<file path="src/rtl/core/lvcp_pkg.sv">
// Shared types and constants of the voltage-compensated LED PWM block.
package lvcp_pkg;

  localparam int CHANNELS = 3;
  localparam int MV_W     = 13;
  localparam int REG_W    = 13;
  localparam int THR_W    = 17;
  localparam int QUOT_W   = 16;
  localparam int LEVEL_W  = 8;
  localparam int DUTY_W   = 10;
  localparam int IDX_W    = 3;
  localparam int MUL_W    = 18;
  localparam int PROD_W   = 18;
  localparam int STEP_W   = 5;

  localparam logic [MV_W-1:0]   VBAT_MIN_MV = 13'd3000;
  localparam logic [MV_W-1:0]   VBAT_MAX_MV = 13'd5400;
  localparam logic [THR_W-1:0]  Q16_ONE     = 17'h10000;
  localparam logic [DUTY_W-1:0] DUTY_FULL   = 10'd1000;
  localparam logic [8:0]        LEVEL_FULL  = 9'd255;

  localparam logic [REG_W-1:0] RED_DROP_RST   = 13'd1600;
  localparam logic [REG_W-1:0] GREEN_DROP_RST = 13'd400;
  localparam logic [REG_W-1:0] BLUE_DROP_RST  = 13'd540;
  localparam logic [REG_W-1:0] FWD_RST        = 13'd3000;

  localparam logic [IDX_W-1:0] REG_RED_DROP   = 3'd0;
  localparam logic [IDX_W-1:0] REG_GREEN_DROP = 3'd1;
  localparam logic [IDX_W-1:0] REG_BLUE_DROP  = 3'd2;
  localparam logic [IDX_W-1:0] REG_RED_FWD    = 3'd3;
  localparam logic [IDX_W-1:0] REG_GREEN_FWD  = 3'd4;
  localparam logic [IDX_W-1:0] REG_BLUE_FWD   = 3'd5;

  localparam logic [3:0]        THR_LAST_STEP = 4'(QUOT_W - 1);
  localparam logic [STEP_W-1:0] MUL_LAST_STEP = 5'(MUL_W - 1);
  localparam logic [STEP_W-1:0] DIV_LAST_STEP = 5'(PROD_W - 1);

  typedef enum logic [2:0] {
    TOP_IDLE,
    TOP_THR_SETUP,
    TOP_THR_WAIT,
    TOP_DUTY_RUN,
    TOP_DUTY_PUT
  } top_state_t;

  typedef enum logic [1:0] {
    LANE_IDLE,
    LANE_MUL,
    LANE_DIV
  } lane_state_t;

endpackage

</file>
<file path="src/rtl/core/lvcp_thr_div.sv">
// Bit-serial restoring divider for the channel throttle, one quotient bit per cycle.
module lvcp_thr_div
  import lvcp_pkg::*;
(
  input  logic              clk,
  input  logic              rst,
  input  logic              start,
  input  logic [REG_W-1:0]  drop,
  input  logic [MV_W-1:0]   den,
  output logic              done,
  output logic [QUOT_W-1:0] quot
);

  logic            busy;
  logic [3:0]      count;
  logic [MV_W-1:0] den_q;
  logic [MV_W-1:0] rem;
  logic [MV_W:0]   trial;
  logic [MV_W:0]   diff;
  logic            ge;

  assign trial = {rem, 1'b0};
  assign ge    = trial >= {1'b0, den_q};
  assign diff  = trial - {1'b0, den_q};

  always_ff @(posedge clk) begin
    if (rst) begin
      busy  <= 1'b0;
      done  <= 1'b0;
      count <= '0;
    end else begin
      done <= 1'b0;
      if (start) begin
        busy  <= 1'b1;
        count <= '0;
      end else if (busy) begin
        count <= count + 4'd1;
        if (count == THR_LAST_STEP) begin
          busy <= 1'b0;
          done <= 1'b1;
        end
      end
    end
  end

  always_ff @(posedge clk) begin
    if (start) begin
      rem   <= drop;
      den_q <= den;
    end else if (busy) begin
      rem  <= ge ? diff[MV_W-1:0] : trial[MV_W-1:0];
      quot <= {quot[QUOT_W-2:0], ge};
    end
  end

endmodule

</file>
<file path="src/rtl/core/lvcp_duty_lane.sv">
// One duty lane: serial multiply of throttle by level times 1000, then serial divide by 255.
module lvcp_duty_lane
  import lvcp_pkg::*;
(
  input  logic               clk,
  input  logic               rst,
  input  logic               start,
  input  logic [THR_W-1:0]   throttle,
  input  logic [LEVEL_W-1:0] level,
  output logic               done,
  output logic [DUTY_W-1:0]  duty
);

  lane_state_t       state, state_next;
  logic [STEP_W-1:0] count;
  logic              mul_en, div_en, mul_last, div_last;
  logic [THR_W-1:0]  mult;
  logic [MUL_W-1:0]  mplier;
  logic [MUL_W-1:0]  m_init;
  logic [THR_W-1:0]  acc;
  logic [PROD_W-1:0] plow;
  logic [PROD_W-1:0] zsh;
  logic [THR_W:0]    sum;
  logic [THR_W-1:0]  acc_step;
  logic [PROD_W-1:0] plow_step;
  logic [7:0]        r;
  logic [8:0]        t;
  logic              ge;
  logic [8:0]        t_sub;
  logic [DUTY_W-1:0] q;

  assign m_init = {level, 10'b0} - {6'b0, level, 4'b0} - {7'b0, level, 3'b0};

  assign sum       = {1'b0, acc} + (mplier[0] ? {1'b0, mult} : '0);
  assign acc_step  = sum[THR_W:1];
  assign plow_step = {sum[0], plow[PROD_W-1:1]};

  assign t     = {r, zsh[PROD_W-1]};
  assign ge    = t >= LEVEL_FULL;
  assign t_sub = t - LEVEL_FULL;

  assign duty = (q > DUTY_FULL) ? DUTY_FULL : q;

  always_comb begin
    state_next = state;
    unique case (state)
      LANE_IDLE: if (start)    state_next = LANE_MUL;
      LANE_MUL:  if (mul_last) state_next = LANE_DIV;
      LANE_DIV:  if (div_last) state_next = LANE_IDLE;
      default:                 state_next = LANE_IDLE;
    endcase
  end

  always_comb begin
    mul_en   = 1'b0;
    div_en   = 1'b0;
    unique case (state)
      LANE_MUL: mul_en = 1'b1;
      LANE_DIV: div_en = 1'b1;
      default:  ;
    endcase
    mul_last = mul_en && (count == MUL_LAST_STEP);
    div_last = div_en && (count == DIV_LAST_STEP);
  end

  always_ff @(posedge clk) begin
    if (rst) begin
      state <= LANE_IDLE;
      count <= '0;
      done  <= 1'b0;
    end else begin
      state <= state_next;
      done  <= div_last;
      if (start || mul_last || div_last) begin
        count <= '0;
      end else if (mul_en || div_en) begin
        count <= count + 5'd1;
      end
    end
  end

  always_ff @(posedge clk) begin
    if (start) begin
      mult   <= throttle;
      mplier <= m_init;
      acc    <= '0;
      r      <= '0;
    end else if (mul_en) begin
      acc    <= acc_step;
      plow   <= plow_step;
      mplier <= {1'b0, mplier[MUL_W-1:1]};
      if (mul_last) begin
        zsh <= {acc_step[15:0], plow_step[PROD_W-1:PROD_W-2]};
      end
    end else if (div_en) begin
      r   <= ge ? t_sub[7:0] : t[7:0];
      zsh <= {zsh[PROD_W-2:0], 1'b0};
      q   <= {q[DUTY_W-2:0], ge};
    end
  end

endmodule

</file>
<file path="src/rtl/core/led_voltage_compensated_pwm.sv">
// Top level of the three-channel LED PWM duty generator with battery compensation.
//
// Item channel (item_valid, item_stall): one item per handshake. action 0 carries
// a battery voltage, clamped to 3000..5400 mV; action 1 carries three levels.
// A voltage item gives no result. When the clamped voltage is unchanged the block
// is free again in the next cycle; otherwise the shared serial divider recomputes
// the three throttles in turn, setting a channel held at unity directly and
// running its 16-step divide for any other; item_stall stays high until all three
// are written. A colour item runs three lanes side by side: a serial multiply and
// then a serial divide by 255; no new item is taken until the result has been
// loaded into the output register.
// Result channel (result_valid, result_stall): three duties and duty_changed.
// The result sits in an output register; while the receiver stalls it holds, and
// the next item is still taken and worked on, waiting only if its own result is
// ready before the earlier one has gone.
// Configuration (cfg_valid, cfg_ready): cfg_ready is always high; write only
// while the block is idle. Reset restores register defaults, the nominal battery
// voltage, unity throttles and zero last duties, and drops any pending result.
module led_voltage_compensated_pwm
  import lvcp_pkg::*;
#(
  parameter int NOMINAL_MV = 3700
)
(
  input  logic               clk,
  input  logic               rst,
  input  logic               item_valid,
  output logic               item_stall,
  input  logic               action,
  input  logic [15:0]        millivolts,
  input  logic [LEVEL_W-1:0] red_level,
  input  logic [LEVEL_W-1:0] green_level,
  input  logic [LEVEL_W-1:0] blue_level,
  output logic               result_valid,
  input  logic               result_stall,
  output logic [DUTY_W-1:0]  red_duty,
  output logic [DUTY_W-1:0]  green_duty,
  output logic [DUTY_W-1:0]  blue_duty,
  output logic               duty_changed,
  input  logic               cfg_valid,
  output logic               cfg_ready,
  input  logic [IDX_W-1:0]   cfg_index,
  input  logic [REG_W-1:0]   cfg_data
);

  top_state_t         state, state_next;
  logic [MV_W-1:0]    battery_mv;
  logic [MV_W-1:0]    mv_clamped;
  logic [THR_W-1:0]   throttle  [CHANNELS];
  logic [DUTY_W-1:0]  last_duty [CHANNELS];
  logic [REG_W-1:0]   drop_reg  [CHANNELS];
  logic [REG_W-1:0]   fwd_reg   [CHANNELS];
  logic [LEVEL_W-1:0] levels    [CHANNELS];
  logic [DUTY_W-1:0]  lane_duty [CHANNELS];
  logic [CHANNELS-1:0] lane_done;
  logic [1:0]         ch;
  logic [MV_W:0]      headroom;
  logic               thr_full;
  logic               accept, volt_new, color_start;
  logic               div_start, div_done, thr_write, thr_last;
  logic               out_load, changed;
  logic [QUOT_W-1:0]  div_quot;

  assign cfg_ready = 1'b1;

  assign levels[0] = red_level;
  assign levels[1] = green_level;
  assign levels[2] = blue_level;

  always_comb begin
    priority if (millivolts < 16'(VBAT_MIN_MV)) begin
      mv_clamped = VBAT_MIN_MV;
    end else if (millivolts > 16'(VBAT_MAX_MV)) begin
      mv_clamped = VBAT_MAX_MV;
    end else begin
      mv_clamped = millivolts[MV_W-1:0];
    end
  end

  assign headroom = {1'b0, battery_mv} - {1'b0, fwd_reg[ch]};
  assign thr_full = headroom[MV_W] || ({1'b0, drop_reg[ch]} >= headroom);
  assign thr_last = ch == 2'(CHANNELS - 1);

  assign changed = (lane_duty[0] != last_duty[0]) || (lane_duty[1] != last_duty[1])
                || (lane_duty[2] != last_duty[2]);

  always_comb begin
    item_stall = 1'b1;
    div_start  = 1'b0;
    thr_write  = 1'b0;
    out_load   = 1'b0;
    unique case (state)
      TOP_IDLE:      item_stall = 1'b0;
      TOP_THR_SETUP: begin
        div_start = !thr_full;
        thr_write = thr_full;
      end
      TOP_THR_WAIT:  thr_write = div_done;
      TOP_DUTY_PUT:  out_load = !result_valid || !result_stall;
      default:       ;
    endcase
    accept      = item_valid && !item_stall;
    volt_new    = accept && !action && (mv_clamped != battery_mv);
    color_start = accept && action;
  end

  always_comb begin
    state_next = state;
    unique case (state)
      TOP_IDLE: begin
        if (volt_new) begin
          state_next = TOP_THR_SETUP;
        end else if (color_start) begin
          state_next = TOP_DUTY_RUN;
        end
      end
      TOP_THR_SETUP: begin
        if (!thr_full) begin
          state_next = TOP_THR_WAIT;
        end else if (thr_last) begin
          state_next = TOP_IDLE;
        end
      end
      TOP_THR_WAIT: begin
        if (div_done) begin
          state_next = thr_last ? TOP_IDLE : TOP_THR_SETUP;
        end
      end
      TOP_DUTY_RUN: if (&lane_done) state_next = TOP_DUTY_PUT;
      TOP_DUTY_PUT: if (out_load)   state_next = TOP_IDLE;
      default:                      state_next = TOP_IDLE;
    endcase
  end

  always_ff @(posedge clk) begin
    if (rst) begin
      drop_reg[0] <= RED_DROP_RST;
      drop_reg[1] <= GREEN_DROP_RST;
      drop_reg[2] <= BLUE_DROP_RST;
      fwd_reg[0]  <= FWD_RST;
      fwd_reg[1]  <= FWD_RST;
      fwd_reg[2]  <= FWD_RST;
    end else if (cfg_valid && cfg_ready) begin
      unique case (cfg_index)
        REG_RED_DROP:   drop_reg[0] <= cfg_data;
        REG_GREEN_DROP: drop_reg[1] <= cfg_data;
        REG_BLUE_DROP:  drop_reg[2] <= cfg_data;
        REG_RED_FWD:    fwd_reg[0]  <= cfg_data;
        REG_GREEN_FWD:  fwd_reg[1]  <= cfg_data;
        REG_BLUE_FWD:   fwd_reg[2]  <= cfg_data;
        default:        ;
      endcase
    end
  end

  always_ff @(posedge clk) begin
    if (rst) begin
      state        <= TOP_IDLE;
      battery_mv   <= MV_W'(NOMINAL_MV);
      ch           <= '0;
      result_valid <= 1'b0;
      for (int i = 0; i < CHANNELS; i++) begin
        throttle[i]  <= Q16_ONE;
        last_duty[i] <= '0;
      end
    end else begin
      state <= state_next;
      if (volt_new) begin
        battery_mv <= mv_clamped;
        ch         <= '0;
      end else if (thr_write && !thr_last) begin
        ch <= ch + 2'd1;
      end
      if (thr_write) begin
        throttle[ch] <= (state == TOP_THR_SETUP) ? Q16_ONE : {1'b0, div_quot};
      end
      if (out_load) begin
        result_valid <= 1'b1;
        for (int i = 0; i < CHANNELS; i++) begin
          last_duty[i] <= lane_duty[i];
        end
      end else if (!result_stall) begin
        result_valid <= 1'b0;
      end
    end
  end

  always_ff @(posedge clk) begin
    if (out_load) begin
      red_duty     <= lane_duty[0];
      green_duty   <= lane_duty[1];
      blue_duty    <= lane_duty[2];
      duty_changed <= changed;
    end
  end

  lvcp_thr_div u_div (
    .clk   (clk),
    .rst   (rst),
    .start (div_start),
    .drop  (drop_reg[ch]),
    .den   (headroom[MV_W-1:0]),
    .done  (div_done),
    .quot  (div_quot)
  );

  for (genvar i = 0; i < CHANNELS; i++) begin : g_lane
    lvcp_duty_lane u_lane (
      .clk      (clk),
      .rst      (rst),
      .start    (color_start),
      .throttle (throttle[i]),
      .level    (levels[i]),
      .done     (lane_done[i]),
      .duty     (lane_duty[i])
    );
  end

endmodule

</file>
<file path="config.mk">
export PLATFORM = sky130hd
export DESIGN_NAME = led_voltage_compensated_pwm
export DESIGN_NICKNAME = d
export VERILOG_FILES = /design/src/rtl/core/lvcp_pkg.sv /design/src/rtl/core/lvcp_thr_div.sv /design/src/rtl/core/lvcp_duty_lane.sv /design/src/rtl/core/led_voltage_compensated_pwm.sv
export SDC_FILE = /design/constraint.sdc
export NUM_CORES = 1
export LEC_CHECK = 0
export ABC_AREA = 0
export BUFFER_PORTS_ARGS = -buffer_cell sky130_fd_sc_hd__buf_2
export CAP_MARGIN = 20
export CORE_MARGIN = 10
export CORE_UTILIZATION = 45
export CTS_BUF_LIST = sky130_fd_sc_hd__clkbuf_16
export CTS_CLUSTER_DIAMETER = 150
export CTS_CLUSTER_SIZE = 10
export DETAILED_ROUTE_END_ITERATION = 10
export PLACE_DENSITY_LB_ADDON = 0.08
export RECOVER_POWER = 100
export SYNTH_ARGS = -nofsm -noshare
export SYNTH_HDL_FRONTEND = slang
export SYNTH_SLANG_ARGS = --single-unit
</file>
<file path="constraint.sdc">
create_clock -name clk -period 7.5 [get_ports clk]
set_input_delay 0.375 -clock clk [delete_from_list [all_inputs] [get_ports clk]]
set_output_delay 0.375 -clock clk [all_outputs]
set_load 0.01 [all_outputs]
</file>
* Yosys cells after proc, flatten, opt, wreduce, memory -nomap -nowiden
Memory sizes are Yosys's and may differ from the RTL's. A register that Yosys moved wholly into a read port is not among the register bits.
Cells that the tools add are included.
** Operators by class
- $add $sub $neg :: 19
- $lt $le $gt $ge :: 10
- Eq/ne operators :: 42
- Multiplexer cells :: 113
- Bitwise gates (word level) :: 15
- Reductions and logical operators :: 66
** Operators with widths (count)
- two-way mux 18 bit :: 15
- two-way mux 13 bit :: 11
- two-way mux 17 bit :: 5
- two-way mux 10 bit :: 6
- adder 17 x 18 -> 18 bit :: 3
- subtractor 18 x 11 -> 18 bit :: 3
- subtractor 18 x 12 -> 18 bit :: 3
- two-way mux 1 bit :: 49
- > comparator 10 bit, second input constant :: 3
- != test 10 bit :: 3
- AND reduction 3 bit :: 10
- greater-or-equal comparator 9 x 8 -> 1 bit, second input constant :: 3
- two-way mux 2 bit :: 12
- two-way mux 8 bit :: 3
- subtractor 8 bit, second input constant :: 3
- two-way mux 3 bit :: 7
- != test 2 x 1 -> 1 bit, second input constant :: 9
- case mux 2 bit (3 select lines) :: 3
- OR reduction 17 bit :: 1
- > comparator 16 x 13 -> 1 bit, second input constant :: 1
- < comparator 16 x 12 -> 1 bit, second input constant :: 1
- adder 5 x 1 -> 5 bit, second input constant :: 3
- equality test 5 bit, second input constant :: 3
- case mux 3 bit (5 select lines) :: 1
- other kinds (29) :: 104
** Word-level totals
- Register bits :: 389
- Bits in writable memories :: 159
- Input port bits :: 62
- Output and inout bits :: 34
- Logic and storage cells :: 310
- Memories kept :: 4
** Memories
- throttle :: words 3, bits a word 17, read ports 3, clocked after memory_dff 3, write ports 3, RTL line led_voltage_compensated_pwm.sv:49 : logic [THR_W-1:0] throttle [CHANNELS];
- drop_reg :: words 3, bits a word 13, read ports 1, clocked after memory_dff 1, write ports 3, RTL line led_voltage_compensated_pwm.sv:51 : logic [REG_W-1:0] drop_reg [CHANNELS];
- fwd_reg :: words 3, bits a word 13, read ports 1, clocked after memory_dff 1, write ports 3, RTL line led_voltage_compensated_pwm.sv:52 : logic [REG_W-1:0] fwd_reg [CHANNELS];
- last_duty :: words 3, bits a word 10, read ports 3, clocked after memory_dff 0, write ports 3, RTL line led_voltage_compensated_pwm.sv:50 : logic [DUTY_W-1:0] last_duty [CHANNELS];

* Logic depth before layout (Yosys ltp)
Gate-level depths: netlist (run 1).
- Depth in word-level cells :: 9
- Gate-level depth with buffers :: 27
- Depth with buffers taken out :: 23

* By module
A second synthesis (run 1) with hierarchy kept.
** Second synthesis, totals
- Cell total of the unflattened synthesis :: 2759
- Area total of the unflattened synthesis :: 29527.1 µm²
** Modules (own cells, without submodules)
- lvcp_duty_lane :: instances 3, cells an instance 580, area each 5688.0 µm², seq. area each 2582.5 µm²
- led_voltage_compensated_pwm :: instances 1, cells an instance 803, area each 10008.3 µm², seq. area each 6125.9 µm²
- lvcp_thr_div :: instances 1, cells an instance 216, area each 2454.9 µm², seq. area each 1381.3 µm²

* Worst setup path before layout (run 1)
No wires, ideal clock.
- Kind :: reg2reg
- From :: register with a tool-made name
- To :: register u_div.rem[0], data pin
- Setup time :: 0.266 ns
- Arrival :: 6.446 ns
- Data required time :: 7.234 ns
- Setup slack :: 0.788 ns
- Cell stages (with the launch flop) :: 26
- Buffers on the path :: 4
- Period minus slack after synthesis :: 6.712 ns
- Cells stage by stage :: dfxtp_1 > clkbuf_1 > clkbuf_1 > buf_1 > mux2i_1 > o21ai_0 > ha_1 > inv_1 > fa_1 > a21o_1 > a21oi_1 > o21bai_1 > a21oi_1 > nor2b_1 > o21ai_0 > a21oi_1 > o41ai_1 > xor2_1 > ha_1 > a2111oi_0 > and3_1 > a21oi_1 > nor4_1 > clkbuf_1 > nor2_1 > o2bb2ai_1
** RTL lines
- end signal, assigned :: RTL line lvcp_thr_div.sv:48 : rem <= drop;
- end signal, assigned :: RTL line lvcp_thr_div.sv:51 : rem <= ge ? diff[MV_W-1:0] : trial[MV_W-1:0];
- end, declared :: RTL line lvcp_thr_div.sv:17 : logic [MV_W-1:0] rem;

==> qor.yml, run 1 <==
status: "complete, but fails checks"
violations: "capacitance limit, slew limit"
viasPerCell: 5.260
drc: 0
synth.avg_cell_area_um2: 10.91
largestRegisters: "g_lane.u_lane.mplier (54), g_lane.u_lane.zsh (54)"
syn_to_final_growth_pct: 10.44
setup_tns_ps: 0
dp_hpwl_mm: 41.53
p_int_mw: 6.640
hold_violations: 0
start_kind: "flop"
synth_area_mm2: 0.02794
crit_path_max_incr_delay_ps: 650
drt_wl_total_mm: 59.29
drive_gt1_share_pct: 5.845
nNetsFinal: 2872
min_path_type: "input pin to flop"
crit_chain: "buf_4 -> mux2i_1 -> nor2_1 -> a21oi_1 -> ha_1 -> a21o_1 -> a21oi_1 -> o21bai_1 -> a21oi_1 -> nor2b_1 -> o21ai_0 -> a21oi_1 -> o41ai_1 -> xor2_1 -> ha_1 -> a2111oi_0 -> and3_1 -> a21oi_1 -> nor4_2 -> inv_1 -> a311o_1 -> o31ai_1"
final.setup.worst_slack_ps: 1110
io_pins: 96
core-area_mm2: 0.06160
synth_top_area_share_pct: 45.57
worstPathRequired_ps: 8020
setup_viol: 0
gp_congestion: 0.8376
pwr-share-comb_pct: 29.7
synth-edff-count: 424
p_sw_share_pct: 32.70
clk_pin_slew_ps: 60
grt_max_degree: 105
grt_pass1_wl_mm: 97.07
cts_buffers: 60
vias: 18540
dpl_worst_slack_ps: 1303
firstDrtPassIters: 5
syn_nets: 2800
p_leak_nw: 12.29
fp.dieArea_mm2: 0.07246
crit_slowest_cell: "nor4_2"
initial_core_util_pct: 45.36
period_share_pct: 85.21
worstMarginPinSlew_ps: 3842
rsz0062_at_grt: "no"
worst_path_most_repeated_cell: "a21oi_1"
cts_tree: "done"
cts_resized: 0
stdcell_area_mm2: 0.03086
yosys_register_bits: 550
rows: 91
postCtsSetupRepairBufs: 0
critPathCaptureType: "flop"
detail_route.wl_per_cell_um: 16.82
gr-total-overflow: 0
netlist_top_cells_area: "edfxtp_1, dfxtp_1, ha_1"
cp_max_fo: 24
ys_warn_count: 0
synthCells: 2562
seq_area_frac_synth_pct: 54.60
seqPwrFrac_pct: 43.7
power_switching_mw: 3.226
place_area_mm2: 0.02923
slew_headroom_pct: -156.2
portBuffers: 94
drtAntennaViolNets: 0
max_freq_mhz: 156.5
grt_pass1_vias: 18800
antenna_found_initial: 1
fp.dieW_um: 269.2
yosysMostFrequentCell: "edfxtp_1"
power.density_mw_per_mm2: 319.7
ys_types: 68
cts_sinks: 550
root_buffer: "clkbuf_16"
drt-initial-drc-count: 1098
clk-insertion-delay-late_ps: 640
cts_buffer_depth: 3
p_clk_share_pct: 26.6
drv_slew: 430
cts_htree_levels: 2
post-synth-top-area-cell: "edfxtp_1"
post-route-min-period_ps: 6390
synthTopCellsByCount: "edfxtp_1, nand2_1, inv_1"
fin_skew_ps: 48.73
grt_util_all_layers_pct: 16.01
synth_ff_type: "edfxtp_1"
crit_type: "flop to flop"
drv_cap: 9
ir_worst_vdd_mv: 0.2360
cp.arrival_ps: 6910
die_h_um: 269.2
async_reset_ff_share_pct: 0
cell type report:
class                      count  area [µm²]
clock buffer                  60        1501
clock inverter                54       254.0
tap                          837        1047
fill                        5607       30740
sequential                   550       15250
inverter                     177       665.6
multi-input combinational   1726       11590
antenna                        1       2.502
timing repair buffer         119       545.5
cells in the final DEF, fill, tap and decap left out, drive strengths merged, types with 57 or more instances in the layout:
cell	count
dfxtp	126
edfxtp	424
a21oi	143
nor2	167
buf	63
and3	81
nand2	206
ha	168
xor2	57
inv	226
and2	102
clkbuf	114
o21ai	166
xnor2	95
metrics by stage:
stage | hold WS (ps) | instances | util [%] | total power [mW]
2_1_floorplan | 400.3 | 2562 | - | 6.544
3_3_place_gp | 403.0 | 3407 | 47.45 | 7.222
3_5_place_dp | 404.5 | 3407 | 47.45 | 7.324
4_1_cts | 5.089 | 3523 | 50.34 | 10.01
5_1_grt | 34.56 | 3524 | 50.09 | 10.57
6_report | 61.47 | 3524 | 50.09 | 9.867
repair_timing:
item	4_1_cts	5_1_grt
endpoints found under the setup margin	0	0
hold buffers	2	0
endpoints found under the hold margin	2	0
kinds of logic (layout without fill, tap and decap cells):
kind of cell    count (synthesis)  in the layout  synth area share [%]
xor+xnor                      152            152                 4.765
flops                         550            550                 54.60
buf+inv                       286            410                 3.959
fa+ha+maj                     176            176                 8.096
mux                            65             65                 2.396
compound gates                543            543                 12.02
other cells                     1              2               0.01342
simple gates                  789            789                 14.15
power by group through the flow:
stage / logic [mW] / clock network, mW / registers [mW]
after detailed placement: 2.96 / 0 / 4.37
after floorplan: 2.31 / 0 / 4.24
after global routing: 3.35 / 2.84 / 4.38
after global placement: 2.87 / 0 / 4.35
final: 2.93 / 2.63 / 4.31
after CTS: 2.97 / 2.72 / 4.31
critical path, delay by kind of cell, from the launching register on:
family / cells / cell delay (ps)
AO/OA/AOI/OAI: 12 / 3010
flip-flops: 1 / 380
AND/OR/NAND/NOR: 4 / 1000
buffers and inverters: 2 / 940
XOR/XNOR: 1 / 140
adder cells (fa/ha/maj): 2 / 560
multiplexers: 1 / 230
final timing paths:
path | from | end | slack [ps] | depth (start not counted)
max | flop | state[1] | 1110 | 22
min | cfg_data[3] | drop_reg[2][3] | 60 | 2
max reg2reg | flop | state[1] | 1110 | 22
min reg2reg | throttle[1][9] | g_lane[1].u_lane.mult[9] | 390 | 0
metal layers:
metal  share of wire, %  vias to the layer above  track usage [%]
met1                 47                     8851            20.57
met4                2.5                        0            5.323
met5                  0                        -                0
li1                   -                     9342                -
met3                2.8                       94            2.195
met2                 48                      248            27.40
Power figures use the tool's default switching activity.
==> inputs of run 2 (changes only) <==
CORE_ASPECT_RATIO = 2   (was not set)
SYNTH_HIERARCHICAL = 1   (was not set)
==> run 2 against run 1 <==
  * The flow still finishes with violations (capacitance limit, slew limit)
  * First-iteration DRC count is 19% lower
  * Sequential power increased by 2%
  * Clock power hardly changed
  * Non-clock buffer count up 5
  * Clock skew decreased by 19 ps
  * Highest routed layer unchanged
  * Clock-buffer cell count stayed put
  * Area after synthesis rose by 5.7%
  * Worst setup slack better by 93 ps
  * Die area grew 6.1%
  * Synthesized cell count is 7.7% higher
  * Hold slack lost 2.4 ps
==> qor.yml, run 2 <==
final_cell_mix: "edfxtp_1, nand2_1, inv_1, a21oi_1, ha_1"
drv_slew: 283
start_kind: "flop"
cts_buffer_depth: 3
drt-initial-drc-count: 889
max_freq_mhz: 158.8
largestRegisters: "g_lane.u_lane/mplier (54), g_lane.u_lane/zsh (54)"
ys_types: 84
drive_gt1_share_pct: 7.071
violations: "capacitance limit, slew limit"
fin_cells: 3742
synth-edff-count: 424
gr-total-overflow: 0
die_h_um: 382.3
syn_nets: 3003
power.density_mw_per_mm2: 326.1
seq_area_frac_synth_pct: 51.66
timing.rr.end: "u_div/rem[1]"
initial_core_util_pct: 45.49
grt_util_all_layers_pct: 18.04
drc: 0
synth_top_area_share_pct: 43.12
final.setup.worst_slack_ps: 1202
grt_pass1_vias: 21380
core-area_mm2: 0.06491
ys_warn_count: 6
firstDrtPassIters: 7
drt_wl_total_mm: 70.95
cts_buffers: 60
async_reset_ff_share_pct: 0
antenna_found_initial: 0
cts_sinks: 550
cts_tree: "done"
status: "complete, but fails checks"
synthTopCellsByCount: "edfxtp_1, nand2_1, a21oi_1"
portBuffers: 94
nNetsFinal: 3064
synthCells: 2759
netlist_top_cells_area: "edfxtp_1, dfxtp_1, ha_1"
stdcell_area_mm2: 0.03239
io_pins: 96
power_mw: 10.56
synth_ff_type: "edfxtp_1"
clk-insertion-delay-late_ps: 640
cp-endpoint: "u_div/rem[1]"
drv_cap: 7
final_core_util_pct: 49.91
fp.dieW_um: 201.1
grt_pass1_wl_mm: 113.0
root_buffer: "clkbuf_16"
setup_tns_ps: 0
drtAntennaViolNets: 0
fp.dieArea_mm2: 0.07688
min_path_type: "input pin to flop"
cts_htree_levels: 2
syn_to_final_growth_pct: 9.708
vias: 20710
synth_area_mm2: 0.02953
fin_skew_ps: 29.45
rr_worst_depth: 21
slew_headroom_pct: -75.07
cp.arrival_ps: 6650
dp_hpwl_mm: 52.51
viasPerCell: 5.536
final_common_cell: "edfxtp_1"
post-synth-top-area-cell: "edfxtp_1"
setup_viol: 0
grt_max_degree: 109
rows: 132
p_leak_nw: 12.21
clk_pin_slew_ps: 60
hold_violations: 0
yosys_register_bits: 550
diodes: 0
worstMarginPinSlew_ps: 2626
post-route-min-period_ps: 6298
cp_max_fo: 27
rsz0062_at_grt: "no"
dp.cells: 3628
ir_worst_vdd_mv: 0.2250
dpl_worst_slack_ps: 1428
detail_route.wl_per_cell_um: 18.96
rrSetupSlack_ps: 1200
place_area_mm2: 0.03085
period_share_pct: 83.97
critPathCaptureType: "flop"
crit_type: "flop to flop"
yosysMostFrequentCell: "edfxtp_1"
fin_hold_ws_ps: 59.05
gp_congestion: 0.9183
worstPathRequired_ps: 7860
synth.avg_cell_area_um2: 10.70
postCtsSetupRepairBufs: 0
run 2: worst min path at each step:
| stage | from | endpoint | slack [ps] | cells after the start |
|---|---|---|---|---|
| global placement | throttle[1][16] | g_lane[1].u_lane/mult[16] | 400 | 0 |
| CTS | cfg_data[8] | drop_reg[1][8] | 10 | 2 |
| finish | cfg_data[8] | drop_reg[1][8] | 60 | 2 |
| global route | cfg_data[8] | drop_reg[1][8] | 30 | 2 |
| detailed placement | throttle[1][0] | g_lane[1].u_lane/mult[0] | 400 | 0 |
| floorplan | throttle[0][0] | g_lane[0].u_lane/mult[0] | 400 | 0 |
run 2: area by class of cell:
type                       count  area, µm²
clock buffer                  60       1501
clock inverter                53      254.0
fill                        5982      32510
inverter                     153      576.8
multi-input combinational   1931      13150
sequential                   550      15250
tap                          871       1090
timing repair buffer         124      570.5
run 2: cells by family after synthesis:
group	share of synthesized area, %
flip-flops	51.66
adder cells (fa/ha/maj)	7.916
AO/OA/AOI/OAI	13.89
multiplexers	3.182
buffers and inverters	3.704
AND/OR/NAND/NOR	15.83
other	0.01270
XOR/XNOR	3.797
run 2: report_power, final:
group          internal [mW]  switching, mW
logic                   1.34           2.22
clock network           1.44           1.18
registers               4.07          0.310
total                   6.85           3.72
run 2: critical path, cell delays in order (launching register included):
cell and delay [ps]:
dfxtp_1 830, buf_4 380, nor2_1 90, a21oi_1 230
fa_1 280, nand3_1 110, a21boi_0 200, o21ai_0 120
a21boi_0 230, o21ai_0 150, a21oi_1 250, a21oi_1 170
xor2_1 170, ha_1 230, a211oi_1 290, nand2_1 100
a221o_1 270, a31oi_1 240, o22ai_1 210, nor2_2 520
clkbuf_1 710, o21ai_0 210
run 2: what timing repair did:
action | in CTS | in global routing
hold buffers | 1 | 0
endpoints found under the setup margin | 0 | 0
hold endpoints to repair | 1 | 0
gates resized for setup | 0 | 0
run 2: routing by layer:
metal	routed length, µm	up-vias	GRT usage [%]	share of wire, %
met5	0	-	0	0
met4	3462	0	9.193	4.9
met3	2105	146	2.521	3.0
met2	39960	371	36.03	56
met1	25420	9989	17.35	36
li1	-	10210	-	-
==> inputs of run 3 (changes only) <==
ABC_AREA = 1   (was 0)
clock period = 6.45 ns   (was 7.5 ns; I/O delays follow)
==> run 3 against run 2 <==
  * The run still ends with capacitance limit, slew limit left
  * Via count grew 11%
  * Worst setup slack got worse by 270 ps
  * Global-route usage up 1.4 points
  * Clock-buffer cell count stayed put
  * Critical path depth down 12
  * Critical endpoint is now g_lane[0].u_lane/mplier[8]
  * Highest routed layer unchanged
  * Register-to-register slack got worse by 270 ps
  * Clock skew up 12 ps
  * Sequential share of layout area is 0.93 points lower
==> qor.yml, run 3 <==
vias: 22980
gp_congestion: 0.9105
max_freq_mhz: 181.4
final_cell_mix: "nand2_1, inv_1, edfxtp_1, nor2_1, nand3_1"
io_pins: 96
drt-initial-drc-count: 1056
nNetsFinal: 3873
firstDrtPassIters: 5
min_to: "battery_mv[11]"
status: "complete, but fails checks"
synth_area_mm2: 0.03018
critPathCaptureType: "flop"
portBuffers: 94
core-area_mm2: 0.06656
dp_hpwl_mm: 58.67
crit_start: "state[1]"
whs_path_depth: 4
syn_to_final_growth_pct: 9.494
clk-insertion-delay-late_ps: 640
min_path_type: "input pin to flop"
synth_ff_type: "edfxtp_1"
violations: "capacitance limit, slew limit"
cts_sinks: 550
clk_pin_slew_ps: 60
fp.dieArea_mm2: 0.07845
grt_util_all_layers_pct: 19.41
fin_hold_ws_ps: 46.45
fillers: 6507
fin_skew_ps: 41.75
rsz0062_at_grt: "no"
synth.avg_cell_area_um2: 8.537
gr-total-overflow: 0
fin_cells: 4565
ys_warn_count: 6
place_area_mm2: 0.03149
stdcell_area_mm2: 0.03304
seq_area_frac_synth_pct: 50.55
largestRegisters: "g_lane.u_lane/mplier (54), g_lane.u_lane/zsh (54)"
worstPathRequired_ps: 6780
synthTopCellsByCount: "nand2_1, inv_1, edfxtp_1"
critPathTopFamily: "buffers and inverters"
cts_htree_levels: 2
hold_start: "millivolts[13]"
cts_resized: 0
root_buffer: "clkbuf_16"
grt_pass1_wl_mm: 121.6
cts_buffer_depth: 3
cp.arrival_ps: 5850
post-synth-top-area-cell: "edfxtp_1"
yosysMostFrequentCell: "nand2_1"
initial_core_util_pct: 45.34
drv_cap: 7
post-route-min-period_ps: 5514
p_leak_nw: 15.45
r2r-start: "state[1]"
worstMarginPinSlew_ps: 2711
drt_wl_total_mm: 76.37
yosys_register_bits: 550
hold_violations: 0
grt_pass1_vias: 23460
netlist_top_cells_area: "edfxtp_1, nand2_1, dfxtp_1"
dp.cells: 4446
ir_worst_vdd_mv: 0.2922
drive_gt1_share_pct: 5.678
drc: 0
synthCells: 3535
cts_tree: "done"
ys_types: 61
rows: 134
detail_route.wl_per_cell_um: 16.73
timing.rr.end: "g_lane[0].u_lane/mplier[8]"
synth_top_area_share_pct: 42.19
antenna_found_initial: 0
grt_max_degree: 54
fp.dieW_um: 203.1
rrSetupSlack_ps: 940
drtAntennaViolNets: 0
crit_slowest_cell: "clkbuf_1"
viasPerCell: 5.033
slew_headroom_pct: -80.75
async_reset_ff_share_pct: 0
crit_chain: "nor2_1 -> nand2_1 -> inv_1 -> nand3_1 -> inv_6 -> clkbuf_1 -> inv_1 -> nand2_1 -> o21ai_0"
drv_slew: 226
final_common_cell: "nand2_1"
syn_nets: 3779
crit_path_max_incr_delay_ps: 1980
cts_buffers: 60
power.density_mw_per_mm2: 430.1
synth-edff-count: 424
setup_viol: 0
crit_type: "flop to flop"
setup_tns_ps: 0
die_h_um: 386.2
period_share_pct: 85.48
start_kind: "flop"
rr_worst_depth: 9
crit_buf_inv: 4
diodes: 0
cp_max_fo: 50
[run 3: cell types whose count changed in the layout (fill, tap and decap cells not counted), moves of 60 or more]
cell | previous run | this run
and2_0 | 60 | 0
and2_1 | 67 | 6
inv_1 | 202 | 594
nand2_1 | 221 | 1021
nand3_1 | 56 | 211
nor2_1 | 170 | 313
[run 3: layout make-up]
| type | count | area [µm²] | share of cell area, % |
|---|---|---|---|
| Clock buffer | 60 | 1501 | 4.544 |
| Clock inverter | 54 | 260.3 | 0.7876 |
| Inverter | 551 | 2074 | 6.278 |
| Multi-Input combinational cell | 2341 | 12280 | 37.15 |
| Sequential cell | 550 | 15250 | 46.16 |
| Tap cell | 884 | 1106 | 3.347 |
| Timing Repair Buffer | 125 | 571.8 | 1.730 |
[run 3: layer usage]
metal | global-route usage, % | wire [µm] | vias to the layer above
met2 | 40.94 | 44920 | 371
met3 | 1.976 | 1932 | 154
met1 | 17.93 | 26350 | 10790
met5 | 0 | 0 | -
met4 | 8.265 | 3161 | 0
li1 | - | - | 11660
[run 3: power breakdown]
part / internal, mW / total, mW / switching [mW]
Clock: 1.67 / 3.07 / 1.40
Sequential: 5.05 / 5.47 / 0.429
Combinational: 1.87 / 5.67 / 3.80
Total: 8.59 / 14.2 / 5.63
[run 3: cells by family (layout without fill, tap and decap cells)]
family / Yosys count / count (layout) / synth area share (%)
AOI/OAI and AO/OA: 346 / 346 / 6.410
xor gates and xnor gates: 72 / 72 / 2.090
adders and majority gates: 182 / 182 / 7.745
buffers and inverters: 644 / 790 / 8.532
DFF: 550 / 550 / 50.55
other: 1 / 1 / 0.01243
and+or+nand+nor: 1740 / 1740 / 24.66
[run 3: through the flow]
stage / util [%] / power [mW] / setup slack [ps]
after floorplan: - / 9.683 / 933.5
after global placement: 47.30 / 11.18 / 1162
after detailed placement: 47.30 / 11.30 / 1077
after CTS: 49.98 / 14.45 / 1086
after global routing: 49.64 / 15.39 / 329.7
final: 49.64 / 14.21 / 936.5
[run 3: how the worst max path moves through the flow]
| stage | end | slack (ps) | cells past startpoint |
|---|---|---|---|
| 2_1_floorplan | throttle[0][0] | 930 | 32 |
| 3_3_place_gp | u_div/quot[15] | 1160 | 27 |
| 3_5_place_dp | u_div/quot[14] | 1080 | 27 |
| 4_1_cts | u_div/quot[3] | 1090 | 27 |
| 5_1_grt | g_lane[0].u_lane/mplier[8] | 330 | 9 |
| 6_report | g_lane[0].u_lane/mplier[8] | 940 | 9 |
[run 3: what timing repair did]
item	in CTS	in global routing
hold endpoints to repair	2	0
setup buffers	0	0
hold buffers	2	0
[run 3: worst reg2reg max path, cell delays in order, from the launching register on]
cell and delay (ps):
dfxtp_1 330, nor2_1 150, nand2_1 110, inv_1 210
nand3_1 280, inv_6 430, clkbuf_1 2030, inv_1 1290
nand2_1 290, o21ai_0 110
